==> src/sv/gbw_pkg.sv <==
`timescale 1ns / 1ps
// ----------------------------------------------------------------------------
// Gaussian blur window filter package
// Shared widths, register codes, Gaussian base table and pipeline types.
// ----------------------------------------------------------------------------
package gbw_pkg;

  // Fixed field widths of the channels.
  localparam int PIX_W       = 32;
  localparam int SAMPLE_W    = 8;
  localparam int CFG_ADDR_W  = 2;
  localparam int CFG_DATA_W  = 11;
  localparam int OUT_COORD_W = 10;

  // Frame dimension after reset, before any clamping to the maximum.
  localparam int DIM_RESET = 1024;

  // Low byte of every result word and the saturation limit of the blur.
  localparam logic [SAMPLE_W-1:0] ALPHA_BYTE = 8'hFF;
  localparam logic [SAMPLE_W-1:0] SAT_MAX    = 8'd255;

  // exp(-k*k/2) for k = 0..4 as unsigned Q1.20 values.
  localparam longint unsigned GAUSS_Q20 [5] = '{
    64'd1048576, 64'd635993, 64'd141909, 64'd11649, 64'd352
  };

  // Configuration register indexes.
  typedef enum logic [CFG_ADDR_W-1:0] {
    REG_WIDTH  = 2'd0,
    REG_HEIGHT = 2'd1
  } cfg_reg_t;

  // Result tag that travels down the pipeline next to the pixel data.
  typedef struct packed {
    logic [OUT_COORD_W-1:0] column;
    logic [OUT_COORD_W-1:0] row;
    logic                   frame_end;
  } res_meta_t;

endpackage

==> src/sv/gbw_cell.sv <==
`timescale 1ns / 1ps
// ----------------------------------------------------------------------------
// Window column cell
// Holds one column of the blur window, passes it to its left neighbor on
// each shift and forms the weighted sum of its own column.
// ----------------------------------------------------------------------------
module gbw_cell
  import gbw_pkg::*;
#(
  parameter int RADIUS      = 2,
  parameter int WEIGHT_BITS = 16,
  parameter int COL_IDX     = 0,
  parameter int SPAN        = 2 * RADIUS + 1,
  parameter int PART_W      = SAMPLE_W + WEIGHT_BITS + 4
) (
  input  logic                     clk,
  input  logic                     rst_n,
  input  logic                     shift_en,
  input  logic                     calc_en,
  input  logic [SPAN*SAMPLE_W-1:0] col_in,
  output logic [SPAN*SAMPLE_W-1:0] col_out,
  output logic [PART_W-1:0]        part_out
);

  // Normalizing sum of the one-dimensional kernel.
  localparam longint unsigned GSUM = GAUSS_Q20[0]
    + 2 * ((RADIUS >= 1 ? GAUSS_Q20[1] : 64'd0) + (RADIUS >= 2 ? GAUSS_Q20[2] : 64'd0)
         + (RADIUS >= 3 ? GAUSS_Q20[3] : 64'd0) + (RADIUS >= 4 ? GAUSS_Q20[4] : 64'd0));

  // One-dimensional weights in Q0.WEIGHT_BITS, rounded half up.
  localparam longint unsigned H0 = ((GAUSS_Q20[0] << WEIGHT_BITS) + GSUM / 2) / GSUM;
  localparam longint unsigned H1 = ((GAUSS_Q20[1] << WEIGHT_BITS) + GSUM / 2) / GSUM;
  localparam longint unsigned H2 = ((GAUSS_Q20[2] << WEIGHT_BITS) + GSUM / 2) / GSUM;
  localparam longint unsigned H3 = ((GAUSS_Q20[3] << WEIGHT_BITS) + GSUM / 2) / GSUM;
  localparam longint unsigned H4 = ((GAUSS_Q20[4] << WEIGHT_BITS) + GSUM / 2) / GSUM;

  localparam int AC = (COL_IDX > RADIUS) ? COL_IDX - RADIUS : RADIUS - COL_IDX;

  function automatic longint unsigned h_of(input int k);
    longint unsigned h;
    case (k)
      0:       h = H0;
      1:       h = H1;
      2:       h = H2;
      3:       h = H3;
      default: h = H4;
    endcase
    return h;
  endfunction

  // Two-dimensional weight: product of the row and column weights, rounded.
  function automatic longint unsigned tap_weight(input int ar, input int ac);
    longint unsigned p;
    p = h_of(ar) * h_of(ac);
    return (p + (64'd1 << (WEIGHT_BITS - 1))) >> WEIGHT_BITS;
  endfunction

  logic [SPAN*SAMPLE_W-1:0] col_r;
  logic [PART_W-1:0]        part_r;
  logic [PART_W-1:0]        prod [SPAN];
  logic [PART_W-1:0]        part_nxt;

  // Constant-weight product for each row of the column.
  for (genvar r = 0; r < SPAN; r++) begin : g_tap
    localparam int              AR = (r > RADIUS) ? r - RADIUS : RADIUS - r;
    localparam longint unsigned WT = tap_weight(AR, AC);
    assign prod[r] = PART_W'(col_r[r*SAMPLE_W +: SAMPLE_W]) * PART_W'(WT);
  end

  // Column sum of the weighted samples.
  always_comb begin
    part_nxt = '0;
    for (int r = 0; r < SPAN; r++) begin
      part_nxt = part_nxt + prod[r];
    end
  end

  // Column storage; the window starts out zero.
  always_ff @(posedge clk) begin
    if (!rst_n) begin
      col_r <= '0;
    end else if (shift_en) begin
      col_r <= col_in;
    end
  end

  // Registered partial sum.
  always_ff @(posedge clk) begin
    if (calc_en) begin
      part_r <= part_nxt;
    end
  end

  assign col_out  = col_r;
  assign part_out = part_r;

endmodule

==> config.mk <==
export PLATFORM = sky130hd
export DESIGN_NAME = gbw_cell
export DESIGN_NICKNAME = d
export VERILOG_FILES = /design/src/sv/gbw_pkg.sv /design/src/sv/gbw_cell.sv
export SDC_FILE = /design/constraint.sdc
export NUM_CORES = 1
export LEC_CHECK = 0
export ABC_AREA = 1
export BUFFER_PORTS_ARGS = -buffer_cell sky130_fd_sc_hd__buf_2
export CAP_MARGIN = 30
export CORE_MARGIN = 1.5
export CORE_UTILIZATION = 62
export CTS_CLUSTER_SIZE = 40
export DETAILED_ROUTE_END_ITERATION = 8
export GPL_ROUTABILITY_DRIVEN = 0
export GPL_TIMING_DRIVEN = 0
export PLACE_DENSITY = 0.84
export RECOVER_POWER = 50
export SYNTH_ARGS = -nofsm -noshare
export SYNTH_HDL_FRONTEND = slang
export SYNTH_SLANG_ARGS = --single-unit
==> constraint.sdc <==
create_clock -name clk -period 10.1 [get_ports clk]
set_input_delay 3.03 -clock clk [delete_from_list [all_inputs] [get_ports clk]]
set_output_delay 3.03 -clock clk [all_outputs]
set_load 0.005 [all_outputs]
* Word level (Yosys, flattened, before mapping) *
Index checks and enable logic that the tools add are counted.

word-level totals
  flip-flop bits (word level) = 68
  bits of input ports = 44
  output and inout port bits = 68

operators by class
  add/sub/neg operators = 4
  multiply operators = 5

operators by type and width
  kind                   number
  $mul 8x8->16 const B   2
  $mul 8x7->15 const B   2
  $add 21x16->22         1
  $add 20x18->21         1
  $add 19x19->20         1
  $add 16x18->19         1
  $mul 8x10->18 const B  1

* Depth between registers and ports, before layout *
  depth in word-level cells = 5
  mapped depth = 36
  gate-level depth less buffers = 36

* Least setup slack after synthesis *
Ideal clock, no wire load.

  path kind = flip-flop to flip-flop
  start = register col_r[21], in the netlist col_out[21]
  end = register part_r[21], in the netlist part_out[21], data pin
  setup time = 254 ps
  data arrival time = 7154 ps
  required time = 9846 ps
  setup slack = 2691 ps
  cell stages (with the launch flop) = 32
  buffers on the path = 0
  cells stage by stage = dfxtp_1 fa_1 inv_1 fa_1 inv_1 fa_1 fa_1 ha_1 a21oi_1 nand2_2 nand2_1 nand2_1 xor2_1 ha_1 ha_1 inv_1 fa_1 inv_1 fa_1 inv_1 fa_1 fa_1 inv_1 ha_1 nand2_1 inv_1 a21oi_2 nor2_1 nor2_1 nand2_1 nand2_1 nand2_1

on the way
  cells in the longest elaborated chain, start to end = 4

ends and longest elaborated chain
  element                   RTL line        RTL
  start: declaration        gbw_cell.sv:58  logic [SPAN*SAMPLE_W-1:0] col_r;
  start signal: assignment  gbw_cell.sv:83  col_r <= col_in;
  $mul 8x10->18             gbw_cell.sv:67  assign prod[r] = PART_W'(col_r[r*SAMPLE_W +: SAMPLE_W]) * PART_W'(WT);
  $add 19x19->20            gbw_cell.sv:74  part_nxt = part_nxt + prod[r];
  $add 20x18->21            gbw_cell.sv:74
  $add 21x16->22            gbw_cell.sv:74
  named net part_nxt[21]    gbw_cell.sv:61  logic [PART_W-1:0] part_nxt;
  end signal: assignment    gbw_cell.sv:90  part_r <= part_nxt;
  end: declaration          gbw_cell.sv:59  logic [PART_W-1:0] part_r;

The timed path passes the listed nets, and every way through them passes these cells.
A chain may end at the register's enable or synchronous reset.

* Worst setup path in the final report *
  start = register col_r[21], in the netlist col_out[21]
  end = register part_r[17], in the netlist part_out[17], data pin

The elaborated chain is that of the path after synthesis.

==> qor.yml <==
final_layout:
  drive_gt1_frac: 0.107
  fillerInstances: 1218
  syn2layout_area_growth_pct: 10.4
  antenna_cells: 0
  area.sequential_um2: 1460
  multi_input_area_um2: 7630
  finalNetCount: 1752
clocking:
  clock_sinks: 62
  cts_hold_buf: 0
  h-tree-depth: 3
  clock_latency_ns: 0.35
  cts_buffer_depth: 2
  cts_root_buf: "clkbuf_16"
  cts_setup_buffers: 0
  numCtsBuffers: 9
  cts_tree: "done"
  clk_pin_slew_ns: 0.06
  cts_repair_resize_count: 0
setup_path:
  cpMostUsedCell: "fa_1"
  cp_top_family: "adder cells"
  path_max_fanout: 7
  start_kind: "flop"
  crit_path_top_delay_cell: "fa_1"
  crit_type: "reg -> reg"
  cp_num_buf_inv: 7
  crit_path_end_kind: "flop"
  max_stage_delay_ns: 0.62
  critPathRequiredTime_ns: 10.20
  worstPathArrival_ns: 8.19
floorplan:
  die_x_um: 133
  fp.dieArea_um2: 17600
  start_util: 0.631
  die_h_um: 133
  core_um2: 16500
  boundaryPins: 112
  rows: 47
drt:
  drt.antenna.violating_nets: 0
  wire_per_inst_um: 15.2
  first_pass_iters: 5
  drtIter0Drc: 419
  vias: 8411
  drcViolationCount: 0
  vias_per_cell: 5.31
  wl_um: 24100
sta:
  rsz0062_at_grt: "false"
  period_needed_ns: 8.10
  maxSlewViolCount: 0
  setup_tns_ns: 0
  timing.slew.headroom: 0.267
  min_period_over_period: 0.802
  finalHoldWorstSlack_ns: 0.598
  fin_worst_skew_ns: 0.0108
  timing_hold_violations_final: 0
  final-setup-viol-count: 0
  fmaxAchievable_mhz: 124
  worst_pin_slew_ns: 1.10
global_route:
  gr-total-overflow: 0
  grt_pass1_vias: 8703
  grt_max_degree: 23
  grt_pass1_wl_um: 40700
  antenna_found_initial: 0
  grt_util_all_layers: 0.293
synthesis:
  avgSynthCellArea_um2: 8.40
  async_flop_share: 0
  synth_top_area_share: 0.271
  synth_cells: 1241
  synth_seq_cells: 62
  ys_warn_count: 0
  yosysUniqueCellTypes: 32
  ys_top_cells_by_area: "ha_1 (27%), fa_1 (23%), inv_1 (12%), dfxtp_1 (7.7%), edfxtp_1 (6.3%)"
  yosysSeqAreaShare: 0.140
  synth_top_area_cell: "ha_1"
  syn_area_um2: 10400
  synth-main-ff-cell: "dfxtp_1"
  synth-edff-count: 22
placement:
  port_buffers: 103
  post-dp-hpwl_um: 20400
run:
  maxCapViolCount: 0
worst_hold_path:
  min-delay-path-class: "reg -> reg"
status:
  status: "finished, final reports clean"
-- flip-flops by register name, indices dropped and copies added (netlist names) --
register  count
col_out      40
part_out     22
-- logic make-up (layout without fill, tap and decap cells) --
kind of cell | count (synthesis) | in the layout | share of synthesized area
adders and majority gates | 348 | 348 | 0.505
DFF | 62 | 62 | 0.140
buffers and inverters | 355 | 474 | 0.131
other | 1 | 6 | 0.000360
and+or+nand+nor | 303 | 303 | 0.124
AOI/OAI and AO/OA | 137 | 137 | 0.0707
xor gates and xnor gates | 35 | 35 | 0.0294
-- placed cells by master, fill, tap and decap left out, types with 6 or more instances in the layout --
cell / count
o21ai_0: 51
a21oi_1: 65
nor2_1: 70
fa_1: 122
ha_1: 226
clkbuf_16: 9
xnor2_1: 13
buf_4: 6
xor2_1: 22
nand2_2: 14
o21bai_1: 6
buf_2: 96
conb_1: 6
nand4_1: 8
dfxtp_1: 40
nand2_1: 161
nand3_1: 36
clkbuf_1: 20
edfxtp_1: 22
inv_1: 335
-- worst reg2reg max path: cells and delay by family (launching register included) --
kind,cells,cell delay [ns]
XOR/XNOR,1,0.22
flip-flops,1,0.42
AND/OR/NAND/NOR,9,0.80
adder cells (fa/ha/maj),12,5.54
buffers and inverters,7,0.43
AO/OA/AOI/OAI,2,0.43
-- per-stage QoR --
stage	instance area [um2]	std cells	utilization	setup WS, ns
after floorplan	10400	1246	-	2.69
after global placement	11200	1569	0.680	2.23
after detailed placement	11200	1569	0.680	2.08
after CTS	11500	1585	0.698	2.04
after global routing	11500	1585	0.697	1.69
final	11500	1585	0.697	2.00
-- per-layer routing --
| layer | up-vias | global-route usage | routed length (um) |
|---|---|---|---|
| li1 | 4064 | - | - |
| met1 | 4031 | 0.349 | 9750 |
| met2 | 258 | 0.530 | 12100 |
| met3 | 58 | 0.0517 | 1490 |
| met4 | 0 | 0.112 | 804 |
| met5 | - | 0 | 0 |
-- cell usage after synthesis, types with 7 or more instances --
master and n:
nand3_1 36, o21ai_0 49, clkbuf_1 7, inv_1 334, dfxtp_1 40, a21oi_1 65
ha_1 226, edfxtp_1 22, fa_1 122, xor2_1 22, nand4_1 8, nand2_2 14
nand2_1 161, nor2_1 70, xnor2_1 13
-- cell type report --
| cell class | count | area share |
|---|---|---|
| Tap cell | 220 | 0.0239 |
| Multi-Input combinational cell | 829 | 0.662 |
| Sequential cell | 62 | 0.127 |
| Clock buffer | 10 | 0.0199 |
| Timing Repair Buffer | 103 | 0.0439 |
| Clock inverter | 6 | 0.00532 |
| Inverter | 337 | 0.110 |
| Buffer | 18 | 0.00793 |
-- final timing paths --
| path | start | slack (ns) | endpoint | depth (start not counted) |
|---|---|---|---|---|
| max | col_out[21] | 2.00 | part_out[17] | 31 |
| min | col_out[13] | 0.60 | col_out[13] | 2 |
| max reg2reg | col_out[21] | 2.00 | part_out[17] | 31 |
| min reg2reg | col_out[13] | 0.60 | col_out[13] | 2 |
Power is left out: the tool's default activity adds up to more than one toggle a clock period on the data nets, which glitch-free logic cannot reach.
